## config.mk

```make
export PLATFORM = sky130hd
export DESIGN_NAME = bce_queue
export DESIGN_NICKNAME = d
export VERILOG_FILES = /design/src/sv/bce_pkg.sv /design/src/sv/bce_queue.sv
export SDC_FILE = /design/constraint.sdc
export NUM_CORES = 1
export LEC_CHECK = 0
export BUFFER_PORTS_ARGS = -buffer_cell sky130_fd_sc_hd__buf_2
export CORE_ASPECT_RATIO = 0.5
export CORE_MARGIN = 2
export CORE_UTILIZATION = 45
export DETAILED_ROUTE_END_ITERATION = 7
export GPL_ROUTABILITY_DRIVEN = 0
export PLACE_DENSITY = 0.7
export SYNTH_ARGS = -nofsm -noshare
export SYNTH_HDL_FRONTEND = slang
export SYNTH_SLANG_ARGS = --single-unit
```

## constraint.sdc

```tcl
create_clock -name clock -period 2.9 [get_ports clock]
set_input_delay 0.145 -clock clock [delete_from_list [all_inputs] [get_ports clock]]
set_output_delay 0.145 -clock clock [all_outputs]
set_load 0.01 [all_outputs]
```

## src/sv/bce_pkg.sv

```systemverilog
// ----------------------------------------------------------------------------
// bce_pkg: shared types and constants for the binary cross-entropy block
// Field widths, fixed-point constants and the queue entry format.
// ----------------------------------------------------------------------------
package bce_pkg;

   localparam int PW = 16;
   localparam int EPS_W = 14;
   localparam int SCALE_W = 33;
   localparam int GRAD_W = 40;
   localparam int LOSS_W = 28;
   localparam int SUM_W = 52;
   localparam int DEF_MAX_ELEMENTS = 1048576;

   localparam logic [15:0] ONE_Q15 = 16'd32768;
   localparam logic [31:0] LN2_Q32 = 32'd2977044472;

   localparam int CSR_EPSILON = 0;
   localparam int CSR_GRAD_SCALE = 1;

   // classified element handed from the front part to the back part
   typedef struct packed {
      logic [15:0] p;      // clamped prediction
      logic [15:0] q;      // 1 - p
      logic [15:0] t;      // truth, clamped to one
      logic        neg;    // truth above prediction
      logic [15:0] diff;   // |p - t|
      logic        last;
   } item_type;

   // -ln(x/32768) stage helpers
   function automatic logic [3:0] msb_pos(input logic [15:0] x);
      logic [3:0] k;
      k = 4'd0;
      for (int i = 1; i < 16; i++) begin
         if (x[i]) k = 4'(i);
      end
      return k;
   endfunction

endpackage

```

## src/sv/bce_queue.sv

```systemverilog
// ----------------------------------------------------------------------------
// bce_queue: decoupling queue
// Small FIFO between the classifier and the arithmetic sequencer.
// ----------------------------------------------------------------------------
module bce_queue
   import bce_pkg::*;
(
   input  logic     clock,
   input  logic     reset,
   input  logic     wr_valid,
   output logic     wr_ready,
   input  item_type wr_item,
   output logic     rd_valid,
   input  logic     rd_ready,
   output item_type rd_item
);

   item_type mem_ff [2];
   logic     wp_ff, rp_ff;
   logic [1:0] cnt_ff;
   logic     wr, rd;

   assign wr_ready = cnt_ff != 2'd2;
   assign rd_valid = cnt_ff != 2'd0;
   assign rd_item = mem_ff[rp_ff];
   assign wr = wr_valid && wr_ready;
   assign rd = rd_valid && rd_ready;

   // advance pointers on each transfer
   always_ff @(posedge clock) begin
      if (reset) begin
         wp_ff <= 1'b0;
         rp_ff <= 1'b0;
         cnt_ff <= 2'd0;
      end else begin
         if (wr) wp_ff <= !wp_ff;
         if (rd) rp_ff <= !rp_ff;
         cnt_ff <= cnt_ff + {1'b0, wr} - {1'b0, rd};
      end
      if (wr) mem_ff[wp_ff] <= wr_item;
   end

endmodule

```

==> results_dict.tcl <==
set metrics [dict create \
    final.period_utilization 0.733 \
    syn_inst 234 \
    synth_top_cell_by_area "edfxtp_1" \
    path_clk_slew_ns 0.06 \
    reg2reg_depth 4 \
    portBuffers 137 \
    hold_violations 0 \
    crit_chain "buf_12 > mux2_1 > buf_2" \
    crit_fanout 35 \
    cts_made_buffers 17 \
    cts_buffer_depth 2 \
    area_growth_pct 42.0 \
    internal_power_mw 4.39 \
    crit_type "reg2out" \
    timing.reg2reg.setup_slack_ns 0.97 \
    cts_tree "done" \
    cp-end-kind "output pin" \
    synth_top_cell_area_share 0.764 \
    grt_use_total 0.167 \
    ir_drop_mv 0.566 \
    final_cell_area_sq_um 7370 \
    power_frac_comb 0.192 \
    startpoint_type "flip-flop" \
    critPathRequiredTime_ns 2.76 \
    grt_setup_unrepaired "no" \
    place_inst 515 \
    yosysSeqAreaShare 0.783 \
    start_util 0.467 \
    route.detailed.drc 0 \
    setup_tns_ns 0 \
    p_sw_frac 0.252 \
    ys_seq_elements 137 \
    crit_cells 3 \
    final_nets 527 \
    power_frac_clock 0.378 \
    instances_no_fill 614 \
    num_antenna_cells 0 \
    tightest_slew_ns 0.644 \
    place_area_sq_um 6080 \
    overflow 0 \
    status "completed" \
    wirelength_mm 9.96 \
    avgRoutedWirePerCell_microns 16.2 \
    syn_nets 305 \
    hold_path_class "in2reg" \
    synth.distinct_cells 27 \
    fin_worst_skew_ns 0.00610 \
    slew_headroom 0.570 \
    syn_avg_cell_area_sq_um 22.2 \
    period_needed_ns 2.13 \
    antenna_found_initial 0 \
    p_leak_nw 2.88 \
    drtAntennaViolNets 0 \
    synthTopCellsByArea "edfxtp_1 (76%), mux2_4 (12%), mux2_1 (5.6%), dfxtp_1 (1.9%), buf_6 (0.87%)" \
    h-tree-depth 4 \
    core.rowCount 27 \
    design.core.area_sq_um 11100 \
    dr.pass1.iters 4 \
    drtIter0Drc 152 \
    fp.dieW_microns 156 \
    pwr-share-seq 0.431 \
    grt_max_degree 36 \
    p_sw_mw 1.48 \
    min_from "wr_valid" \
    dieArea_sq_um 12500 \
    rr_endpoint "mem_ff[0][5]" \
    arrival_ns 1.98 \
    clock_sinks 137 \
    io_pins 138 \
    timing.fmax_mhz 470 \
    vias_per_cell 4.72 \
    die_h_microns 80.0 \
    powerDensity_nw_per_um2 796 \
    hpwl_mm 6.29 \
    drv_cap 0 \
    critPathBufInv 2 \
    cpPeakStageDelay_ns 0.71 \
    cpMaxStageDelayCell "dfxtp_4" \
    grt_pass1_vias 3196 \
    cts-root-buf "clkbuf_16" \
    yosys_warnings 0 \
    vias 2901 \
    finalSetupViolations 0 \
    drive_gt1_frac 0.473 \
    cp_top_family "flip-flops" \
    synth_area_sq_um 5190 \
    clock_latency_ns 0.40 \
    slew_viol_final 0 \
    crit_path_end "rd_item[2]" \
    r2r-start "cnt_ff[0]" \
    grt_pass1_wl_mm 15.3 \
]
==> cells in the final DEF (no fill, tap or decap), types with 2 or more instances in the layout <==
cell             n
inv_6            5
dlygate4sd3_1   67
edfxtp_1       132
nor2_1           4
clkbuf_16       17
bufinv_16        3
buf_2          137
buf_4            3
nor2b_1          2
dfxtp_1          4
buf_12           3
mux2_4          40
clkinvlp_4       4
clkinv_4         3
mux2_1          26
==> metrics by stage <==
stage               utilization  hold slack [ns]  total power, mW  setup WS, ns
finish                    0.663            0.125             5.86         0.773
global route              0.663            0.155             6.11         0.659
CTS                       0.663            0.106             5.91         0.737
detailed placement        0.547            0.336             3.63         0.948
global placement          0.547            0.334             3.59          1.08
floorplan                     -            0.214             3.24         0.222
==> synthesized netlist by cell type <==
cell type  number
nand3_1         1
nor2_1          4
o21ai_0         1
edfxtp_1      132
o21ai_1         1
mux2_4         40
xor2_1          1
mux2_1         26
a21oi_1         1
a21bo_1         1
ha_1            1
buf_4           1
nand3b_1        1
inv_1           1
nand2b_1        1
buf_6           4
or2_2           1
and3_1          1
nor4bb_2        1
nor2b_1         2
nor4_1          1
nor3_2          1
o21ba_1         1
dfxtp_1         5
o31a_1          1
and3_4          1
buf_2           2
==> area by class of cell <==
cell class,count,area (sq um)
flip-flops and latches,137,4070
fillers,757,3740
repair buffers,210,1440
multi-input cells,89,1060
clock buffers,17,425
clock inverters,15,190
well taps,145,181
inverters,1,3.75
==> sequential cells by signal, indices dropped and copies added (netlist names), named ones only <==
name / cells
cnt_ff: 2
mem_ff: 132
rp_ff: 1
wp_ff: 1
==> worst min-delay path by stage <==
| stage | slack [ns] | to | cells past startpoint |
|---|---|---|---|
| final | 0.13 | wp_ff | 3 |
| after detailed placement | 0.34 | mem_ff[0][56] | 1 |
| after global placement | 0.33 | mem_ff[1][24] | 1 |
| after CTS | 0.11 | wp_ff | 3 |
| after global routing | 0.15 | wp_ff | 3 |
| after floorplan | 0.21 | wp_ff | 1 |
==> routing by layer <==
| metal | global-route usage | part of all wire |
|---|---|---|
| met2 | 0.319 | 0.55 |
| met4 | 0.0743 | 0.012 |
| met1 | 0.170 | 0.40 |
| met5 | 0 | 0 |
| met3 | 0.0527 | 0.040 |
==> power groups by stage <==
stage | clock network, mW | registers [mW] | logic (mW)
floorplan | 0 | 2.50 | 0.745
global placement | 0 | 2.55 | 1.04
detailed placement | 0 | 2.57 | 1.06
CTS | 2.25 | 2.53 | 1.14
global route | 2.36 | 2.55 | 1.20
finish | 2.21 | 2.52 | 1.13
==> cell families (layout without fill, tap and decap cells) <==
kind of cell | after synthesis | after routing | synth area share
xor gates and xnor gates | 1 | 1 | 0.00169
adders and majority gates | 1 | 1 | 0.00241
buffers and inverters | 8 | 243 | 0.0128
and+or+nand+nor | 15 | 15 | 0.0198
DFF | 137 | 137 | 0.783
muxes | 66 | 66 | 0.172
AOI/OAI and AO/OA | 6 | 6 | 0.00843
==> tightest hold or removal path: stages <==
cell and delay [ns]:
buf_2 0.15, nand3b_1 0.12, a21oi_1 0.07
==> repair_timing <==
item,4_1_cts,5_1_grt
setup buffers,0,0
hold endpoints to repair,137,0
hold buffers,67,0
resized for setup,0,0
No activity file was read; power rests on OpenSTA's default activity.
