--- src/sv/bce_pkg.sv ---
// ----------------------------------------------------------------------------
// bce_pkg: shared types and constants for the binary cross-entropy block
// Field widths, fixed-point constants and the queue entry format.
// ----------------------------------------------------------------------------
package bce_pkg;

   localparam int PW = 16;
   localparam int EPS_W = 14;
   localparam int SCALE_W = 33;
   localparam int GRAD_W = 40;
   localparam int LOSS_W = 28;
   localparam int SUM_W = 52;
   localparam int DEF_MAX_ELEMENTS = 1048576;

   localparam logic [15:0] ONE_Q15 = 16'd32768;
   localparam logic [31:0] LN2_Q32 = 32'd2977044472;

   localparam int CSR_EPSILON = 0;
   localparam int CSR_GRAD_SCALE = 1;

   // classified element handed from the front part to the back part
   typedef struct packed {
      logic [15:0] p;      // clamped prediction
      logic [15:0] q;      // 1 - p
      logic [15:0] t;      // truth, clamped to one
      logic        neg;    // truth above prediction
      logic [15:0] diff;   // |p - t|
      logic        last;
   } item_type;

   // -ln(x/32768) stage helpers
   function automatic logic [3:0] msb_pos(input logic [15:0] x);
      logic [3:0] k;
      k = 4'd0;
      for (int i = 1; i < 16; i++) begin
         if (x[i]) k = 4'(i);
      end
      return k;
   endfunction

endpackage

--- src/sv/bce_front.sv ---
// ----------------------------------------------------------------------------
// bce_front: input stage
// Accepts an item, clamps prediction and truth, and forms the difference.
// ----------------------------------------------------------------------------
module bce_front
   import bce_pkg::*;
(
   input  logic              clock,
   input  logic              reset,
   input  logic              req_valid,
   output logic              req_stall,
   input  logic [15:0]       req_prediction,
   input  logic [15:0]       req_truth,
   input  logic              req_last,
   input  logic [EPS_W-1:0]  eps,
   output logic              q_valid,
   input  logic              q_ready,
   output item_type          q_item
);

   logic     valid_ff, valid_in;
   item_type item_ff, item_in;
   logic [15:0] e, t, p, hi;

   // classify the incoming element
   always_comb begin
      e = (eps == '0) ? 16'd1 : {2'b00, eps};
      t = (req_truth > ONE_Q15) ? ONE_Q15 : req_truth;
      hi = ONE_Q15 - e;
      if (req_prediction > hi) p = hi;
      else if (req_prediction < e) p = e;
      else p = req_prediction;
      item_in.p = p;
      item_in.q = ONE_Q15 - p;
      item_in.t = t;
      item_in.neg = t > p;
      item_in.diff = (t > p) ? (t - p) : (p - t);
      item_in.last = req_last;
   end

   assign req_stall = valid_ff && !q_ready;
   assign q_valid = valid_ff;
   assign q_item = item_ff;

   // hold until the queue takes the entry
   always_ff @(posedge clock) begin
      if (reset) begin
         valid_ff <= 1'b0;
      end else begin
         valid_ff <= valid_in;
      end
      if (req_valid && !req_stall) item_ff <= item_in;
   end

   always_comb begin
      valid_in = valid_ff;
      if (q_ready) valid_in = 1'b0;
      if (req_valid && !req_stall) valid_in = 1'b1;
   end

endmodule

--- config.mk ---
export PLATFORM = sky130hd
export DESIGN_NAME = bce_front
export DESIGN_NICKNAME = d
export VERILOG_FILES = /design/src/sv/bce_pkg.sv /design/src/sv/bce_front.sv
export SDC_FILE = /design/constraint.sdc
export NUM_CORES = 1
export LEC_CHECK = 0
export ABC_CLOCK_PERIOD_IN_PS = 9400
export BUFFER_PORTS_ARGS = -buffer_cell sky130_fd_sc_hd__buf_2
export CAP_MARGIN = 20
export CORE_ASPECT_RATIO = 0.6
export CORE_MARGIN = 1.5
export CORE_UTILIZATION = 56
export CTS_CLUSTER_DIAMETER = 50
export DETAILED_ROUTE_END_ITERATION = 16
export PLACE_DENSITY = 0.91
export RECOVER_POWER = 100
export SLEW_MARGIN = 0
export SYNTH_ARGS = -nofsm -noshare
export SYNTH_HDL_FRONTEND = slang
export SYNTH_SLANG_ARGS = --single-unit
--- constraint.sdc ---
create_clock -name clock -period 9.4 [get_ports clock]
set_clock_uncertainty 0.2 [all_clocks]
set_input_delay 1.41 -clock clock [delete_from_list [all_inputs] [get_ports clock]]
set_output_delay 1.41 -clock clock [all_outputs]
set_load 0.1 [all_outputs]
==> metrics.cfg, run 1 <==
[outcome]
outcome=finished, violations left
violations=capacitance limit, slew limit

[die]
core_area_sq_um=9324
pin_count=119
row_count=27
die_y_um=79.49
die_x_um=130.5
start_util_pct=58.56
die_area_sq_um=10370

[routing]
wirelength_um=15230
avgRoutedWirePerCell_um=19.01
drtIter0Drc=446
first_pass_iters=6
detail-route-antenna-nets=0
via_per_inst=5.953
num_vias=4768
drc_errors=0

[cells_and_area]
fin_cells=801
seqCellArea_sq_um=1972
nets=781
multiInputGateArea_sq_um=3089
antenna_cells=0
fin_util_pct=67.83
drive_above_1_share_pct=14.90
syn2layout_area_growth_pct=15.83
nFillCells=780

[sta]
max_slew.worst_pin.slew_ps=3523
hold_viol=0
setup_slack_ps=683.7
fin_crit_ps=8716
fin_tns_setup_ps=0
max_freq_mhz=114.7
rsz0062_at_grt=false
slew_headroom_pct=-134.9
maxSlewViolCount=66
layout_worst_path_cycle_share_pct=92.73
finalSetupViolations=0

[clocking]
htreeDepth=3
hold_buffers=0
clkSinkCount=66
clk_pin_slew_ps=50
clk_latency_ps=340
cts_buffers=9
root_buffer=clkbuf_16
clock_path_buffers=2
cts_tree=yes

[pwr]
power_density_nw_per_um2=218.1
p_clk_share_pct=26.4
p_sw_uw=620.1
comb_power_share_pct=45.2
switching_share_pct=44.96
seqPwrFrac_pct=28.4
p_leak_uw=0.002778
peakVddDrop_mv=0.1322
intPower_uw=759.0

[synthesis]
synth_cell_type_count=71
synth_seq_cells=66
yosysMostFrequentCell=edfxtp_1
synth_top_area_share_pct=35.75
ys_seq_area_share_pct=36.11
dominantRegCellSynth=edfxtp_1
syn-num-nets=665
yosys_warnings=0
syn_avg_cell_area_sq_um=9.928
syn_area_sq_um=5460
yosys.area.top_type=edfxtp_1
yosys-top-cells-area=edfxtp_1, ha_1, xnor2_1
synth_edf_count=65
synth_common_cells=edfxtp_1, ha_1, inv_1
async_flop_share_pct=0
synthCells=550

[setup_path]
rrSetupSlack_ps=5630
crit_family=simple AND/OR/NAND/NOR gates
r2r_end=q_item[11]
slowest_stage=nor4_1
cp-start-kind=input pin
critPathBufInv=6
cp-end-kind=register
cp.arrival_ps=8600
path_class=in -> reg
reg2reg_from=q_valid
crit_fanout=12
required_ps=9280
slowest_delay_ps=490
r2r.worst_path.cells=3

[placed_design]
place_ws_ps=380.5
dpl.hpwl_um=12100
dpl.cell_count=785
gp_congestion=1.003
portBuffers=118

[grt]
first_global_vias=4540
antenna_found_initial=0
grt_util_all_layers_pct=30.71
grt_max_degree=66
grt_pass1_wl_um=23810
grt_overflow=0

[min_path]
hold_start=q_valid
hold_path_depth=3
min_path_type=reg -> reg
hold_end=q_valid

[run]
drv_cap=1

-- per-layer routing --
metal	global-route usage, %	share of wire, %
met1	45.52	47
met5	0	0
met3	8.378	11
met4	7.802	1.3
met2	44.00	41
-- cell type report --
cell class	count	share of cell area [%]
Inverter	63	3.739
Sequential cell	66	31.18
Multi-Input combinational cell	402	48.84
Clock inverter	5	1.227
Tap cell	130	2.572
Timing Repair Buffer	124	8.605
Clock buffer	11	3.838
-- repair_timing --
item                                    4_1_cts  5_1_grt
buffers inserted                              0        0
gates resized for setup                       0        1
endpoints found under the setup margin        0        1
-- placed cells by master, fill, tap and decap left out, types with 20 or more instances in the layout --
| cell type | instances |
|---|---|
| edfxtp_1 | 65 |
| nand2_1 | 31 |
| o21ai_0 | 28 |
| xnor2_1 | 30 |
| ha_1 | 62 |
| clkbuf_1 | 72 |
| nor2_1 | 20 |
| buf_2 | 48 |
| a21oi_1 | 40 |
| inv_1 | 62 |
-- sequential cells by signal, summed over array words and instances, names as in the netlist --
register,count
q_item,65
q_valid,1
-- worst min-delay path, cell delays in order (launching register included) --
cell	delay (ps)
dfxtp_1	300
nor2b_1	170
nor2_1	90
nor2_1	40
-- worst max-delay path by stage --
stage / startpoint / to / slack [ps] / cells after the start
floorplan: eps[8] / q_item[12] / 1490 / 30
global placement: eps[9] / q_item[13] / 630 / 30
detailed placement: eps[9] / q_item[13] / 380 / 30
CTS: eps[9] / q_item[13] / 700 / 30
global route: eps[9] / q_item[13] / 60 / 30
finish: eps[9] / q_item[13] / 680 / 30
-- cell families after synthesis --
logic type      share of synthesized area [%]
buf+inv                                 6.164
mux                                     3.621
fa+ha+maj                               14.94
compound gates                          16.84
flops                                   36.11
xor+xnor                                5.454
simple gates                            16.80
other cells                           0.06868
-- stage by stage --
step,hold WS [ps],instance area (sq um),total power [uW]
6_report,441.7,6325,1379
5_1_grt,511.7,6325,1431
4_1_cts,442.0,6486,1389
3_5_place_dp,435.0,6166,1023
3_3_place_gp,426.7,6166,1016
2_1_floorplan,1282,5460,901.1
-- power by group through the flow --
stage | Clock [uW] | Sequential (uW) | Combinational, uW
floorplan | 0 | 657 | 244
global placement | 0 | 393 | 623
detailed placement | 0 | 394 | 629
CTS | 368 | 389 | 632
global route | 377 | 395 | 659
finish | 364 | 391 | 623
Power figures use the tool's default switching activity.
==> inputs of run 2 (changes only) <==
--- a/config.mk
+++ b/config.mk
@@ -13,6 +13,7 @@
 export CORE_UTILIZATION = 56
 export CTS_CLUSTER_DIAMETER = 50
 export DETAILED_ROUTE_END_ITERATION = 16
+export MAX_ROUTING_LAYER = met4
 export PLACE_DENSITY = 0.91
 export RECOVER_POWER = 100
 export SLEW_MARGIN = 0
==> metrics.cfg, run 2 (synthesized netlist as in run 1, its figures left out) <==
[routing]
drtIter0Drc=422
wirelength_um=15430
detail-route-antenna-nets=0
via_per_inst=5.939
drc_errors=0
num_vias=4763
avgRoutedWirePerCell_um=19.24
first_pass_iters=5

[cells_and_area]
fin_area_sq_um=6280
drive_above_1_share_pct=14.58
most-common-layout-cells=clkbuf_1, edfxtp_1, ha_1, inv_1, buf_2
antenna_cells=0
final_common_cell=clkbuf_1
largest_reg_flops=65
syn2layout_area_growth_pct=15.01
nFillCells=824
nets=782

[die]
row_count=27
core_area_sq_um=9324
die_x_um=130.5
pin_count=119
die_area_sq_um=10370
start_util_pct=58.56
die_y_um=79.49

[sta]
rsz0062_at_grt=false
hold_viol=0
fin_crit_ps=8998
slew_headroom_pct=-140.0
hold_ws_ps=465.7
max_slew.worst_pin.slew_ps=3600
layout_worst_path_cycle_share_pct=95.72
maxSlewViolCount=66
finalSetupViolations=0
max_freq_mhz=111.1
fin_tns_setup_ps=0

[min_path]
hold_end=q_valid
hold_path_depth=3
hold_start=q_valid
min_path_type=reg -> reg

[pwr]
peakVddDrop_mv=0.1745
p_leak_uw=0.002761
power_density_nw_per_um2=214.0

[setup_path]
cp-end-kind=register
slowest_stage=clkbuf_1
required_ps=9280
slowest_delay_ps=510
cp.arrival_ps=8880
r2r.worst_path.cells=3
crit_fanout=12
path_class=in -> reg
cp-start-kind=input pin
rrSetupSlack_ps=5560
critPathBufInv=6
r2r_end=q_item[33]
crit_family=compound AO/OA/AOI/OAI gates
reg2reg_from=q_valid

[run]
drv_cap=1

[clocking]
htreeDepth=3
clkSinkCount=66
clock_path_buffers=2
cts_buffers=9
cts_resized=0
cts_setup_buffers=0
hold_buffers=0
root_buffer=clkbuf_16
clk_latency_ps=330
cts_tree=yes
clk_pin_slew_ps=50

[grt]
antenna_found_initial=0
grt_pass1_wl_um=24100
grt_overflow=0
grt_max_degree=66
first_global_vias=4495
grt_util_all_layers_pct=31.96

[placed_design]
portBuffers=118
dpl.hpwl_um=12210
gp_congestion=1.016
place_area_sq_um=6173

[outcome]
outcome=finished, violations left
violations=capacitance limit, slew limit

run 2: changes by cell type in the layout (fill, tap and decap cells not counted), moves of 2 or more:
cell,previous run,this run
a31o_2,4,2
clkbuf_1,72,74
o221ai_2,1,3
and2_0,1,3
clkinv_2,2,4
and2_1,5,3
a31o_1,1,3
run 2: power breakdown:
group / internal, uW / switching [uW] / leakage, uW
combinational: 141 / 485 / 0.00198
sequential: 380 / 12.6 / 0.000641
clock: 203 / 123 / 0.000142
run 2: worst max path at each step:
| stage | cells after the start | endpoint | startpoint | slack, ps |
|---|---|---|---|---|
| 2_1_floorplan | 30 | q_item[12] | eps[8] | 1490 |
| 3_3_place_gp | 30 | q_item[13] | eps[9] | 620 |
| 3_5_place_dp | 30 | q_item[13] | eps[3] | 460 |
| 4_1_cts | 30 | q_item[13] | eps[3] | 750 |
| 5_1_grt | 30 | q_item[13] | eps[9] | 60 |
| 6_report | 30 | q_item[13] | eps[9] | 400 |
run 2: area by class of cell:
class | instances | area [sq um] | area share (%)
multi-input cells | 402 | 3078 | 49.01
clock inverters | 6 | 57.56 | 0.9165
well taps | 130 | 162.7 | 2.590
inverters | 63 | 236.5 | 3.766
clock buffers | 10 | 229.0 | 3.646
repair buffers | 125 | 544.3 | 8.667
flip-flops and latches | 66 | 1972 | 31.40
run 2: routing by layer:
layer | up-vias | share of wire, % | track usage [%]
met3 | 24 | 9.5 | 8.579
li1 | 2227 | - | -
met1 | 2269 | 48 | 45.67
met4 | 0 | 1.3 | 7.363
met5 | - | 0 | -
met2 | 243 | 41 | 45.21
run 2: worst register-to-register path: stages (launching register included):
cell and delay, ps:
dfxtp_1 300, nor2b_1 180, nor2b_4 110, clkbuf_1 2530
run 2: metrics by stage:
stage                     utilization, %  std cells  setup slack [ps]  power (uW)
final                              67.35        802             402.3        1344
after global routing               67.35        802             60.07        1399
after CTS                          69.28        802             751.2        1356
after detailed placement           66.21        786             462.8        1027
after global placement             66.21        786             615.6        1020
after floorplan                        -        550              1492       901.1
==> inputs of run 3 (changes only) <==
--- a/config.mk
+++ b/config.mk
@@ -5,6 +5,7 @@
 export SDC_FILE = /design/constraint.sdc
 export NUM_CORES = 1
 export LEC_CHECK = 0
+export ABC_AREA = 1
 export ABC_CLOCK_PERIOD_IN_PS = 9400
 export BUFFER_PORTS_ARGS = -buffer_cell sky130_fd_sc_hd__buf_2
 export CAP_MARGIN = 20
@@ -14,7 +15,7 @@
 export CTS_CLUSTER_DIAMETER = 50
 export DETAILED_ROUTE_END_ITERATION = 16
 export MAX_ROUTING_LAYER = met4
-export PLACE_DENSITY = 0.91
+export PLACE_DENSITY = 0.9
 export RECOVER_POWER = 100
 export SLEW_MARGIN = 0
 export SYNTH_ARGS = -nofsm -noshare
==> metrics.cfg, run 3 <==
[sta]
max_freq_mhz=123.0
setup_slack_ps=1268
slew_headroom_pct=-57.36
rsz0062_at_grt=false
hold_viol=0
fin_tns_setup_ps=0
max_slew.worst_pin.slew_ps=2352
finalSetupViolations=0
fin_crit_ps=8132
layout_worst_path_cycle_share_pct=86.51
maxSlewViolCount=68

[cells_and_area]
most-common-layout-cells=nand2_1, inv_1, clkbuf_1, edfxtp_1, ha_1
nets=972
drive_above_1_share_pct=11.37
fin_area_sq_um=6558
final_common_cell=nand2_1
syn2layout_area_growth_pct=13.29
largest_reg_flops=65
antenna_cells=0

[min_path]
min_path_type=reg -> reg

[synthesis]
synthCells=744
synth_common_cells=nand2_1, inv_1, edfxtp_1
yosysMostFrequentCell=nand2_1
synth_cell_type_count=43
yosys-top-cells-area=edfxtp_1, nand2_1, ha_1
ys_seq_area_share_pct=34.07
synth_seq_cells=66
synth_edf_count=65
async_flop_share_pct=0
yosys.area.top_type=edfxtp_1
yosys_warnings=0
synth_top_area_share_pct=33.72
syn-num-nets=859
dominantRegCellSynth=edfxtp_1
syn_avg_cell_area_sq_um=7.780
syn_area_sq_um=5788

[run]
drv_cap=2

[clocking]
cts_setup_buffers=0
cts_buffers=9
clkSinkCount=66
clock_path_buffers=2
clk_pin_slew_ps=50
cts_tree=yes
clk_latency_ps=330
root_buffer=clkbuf_16
htreeDepth=3
cts_resized=0
hold_buffers=0

[setup_path]
critPathBufInv=4
crit_family=simple AND/OR/NAND/NOR gates
cpMostUsedCell=nand2_1
cp-start-kind=input pin
slowest_delay_ps=570
cp-end-kind=register
cp.arrival_ps=8100
slowest_stage=a21oi_1
crit_fanout=25
required_ps=9370
path_class=in -> reg

[routing]
drc_errors=0
detail-route-antenna-nets=0
via_per_inst=5.530
num_vias=5513
wirelength_um=16990
first_pass_iters=7
avgRoutedWirePerCell_um=17.04
drtIter0Drc=717

[grt]
grt_overflow=0
grt_max_degree=40
grt_pass1_wl_um=25920
grt_util_all_layers_pct=32.84
antenna_found_initial=0
first_global_vias=4820

[placed_design]
portBuffers=118
dpl.hpwl_um=13660
place_area_sq_um=6447
gp_congestion=1.068
place_ws_ps=1881

[pwr]
p_leak_uw=0.003194
power_density_nw_per_um2=203.1
peakVddDrop_mv=0.1651

[die]
die_area_sq_um=10970
die_y_um=81.75
pin_count=119
core_area_sq_um=9950
start_util_pct=58.17
row_count=28
die_x_um=134.3

[outcome]
outcome=finished, violations left
violations=capacitance limit, slew limit

-- run 3: cell types whose count changed after synthesis, sizes merged, moves of 13 or more --
| cell | delta |
|---|---|
| a21o | -13 |
| nand2 | +219 |
| nand3 | +33 |
| xor2 | +27 |
| inv | +24 |
| nor2 | +45 |
| xnor2 | -26 |
-- run 3: power by group --
part	internal (uW)	switching, uW
sequential	375	10.4
combinational	119	494
clock	204	129
total	698	634
-- run 3: logic make-up after synthesis --
kind of cell | count (synthesis) | share of synthesized area [%]
other | 1 | 0.06479
AND/OR/NAND/NOR | 390 | 30.00
flip-flops | 66 | 34.07
adder cells (fa/ha/maj) | 64 | 14.09
XOR/XNOR | 35 | 5.426
AO/OA/AOI/OAI | 83 | 8.539
multiplexers | 1 | 0.1729
buffers and inverters | 104 | 7.631
-- run 3: layout make-up --
cell class	count	area (sq um)
fill	891	3392
multi-input combinational	574	3288
sequential	66	1972
timing repair buffer	119	506.7
inverter	87	326.6
clock buffer	9	225.2
tap	135	168.9
clock inverter	7	70.07
-- run 3: worst min-delay path: stages, from the launching register on --
cell and delay [ps]:
dfxtp_1 310, nand2_1 80, a21oi_1 60
-- run 3: worst paths after layout --
| check | from | to | slack (ps) | cells past startpoint |
|---|---|---|---|---|
| setup reg to reg | q_valid | q_item[53] | 5010 | 4 |
| hold / removal | q_valid | q_valid | 280 | 2 |
| setup / recovery | eps[10] | q_item[4] | 1270 | 30 |
| hold reg to reg | q_valid | q_valid | 280 | 2 |
-- run 3: per-stage QoR --
step	std cells	hold slack (ps)	power, uW	utilization [%]
after floorplan	744	732.0	889.1	-
after global placement	981	278.6	1003	64.80
after detailed placement	981	269.4	1007	64.80
after CTS	997	279.4	1339	67.77
after global routing	997	348.8	1390	65.91
final	997	280.9	1332	65.91
-- run 3: layer usage --
metal	wire length [um]	global-route usage, %	up-vias
met5	0	-	-
met1	8657	50.78	2443
met4	131	5.806	0
met2	6115	42.21	370
li1	-	-	2686
met3	2087	8.580	14
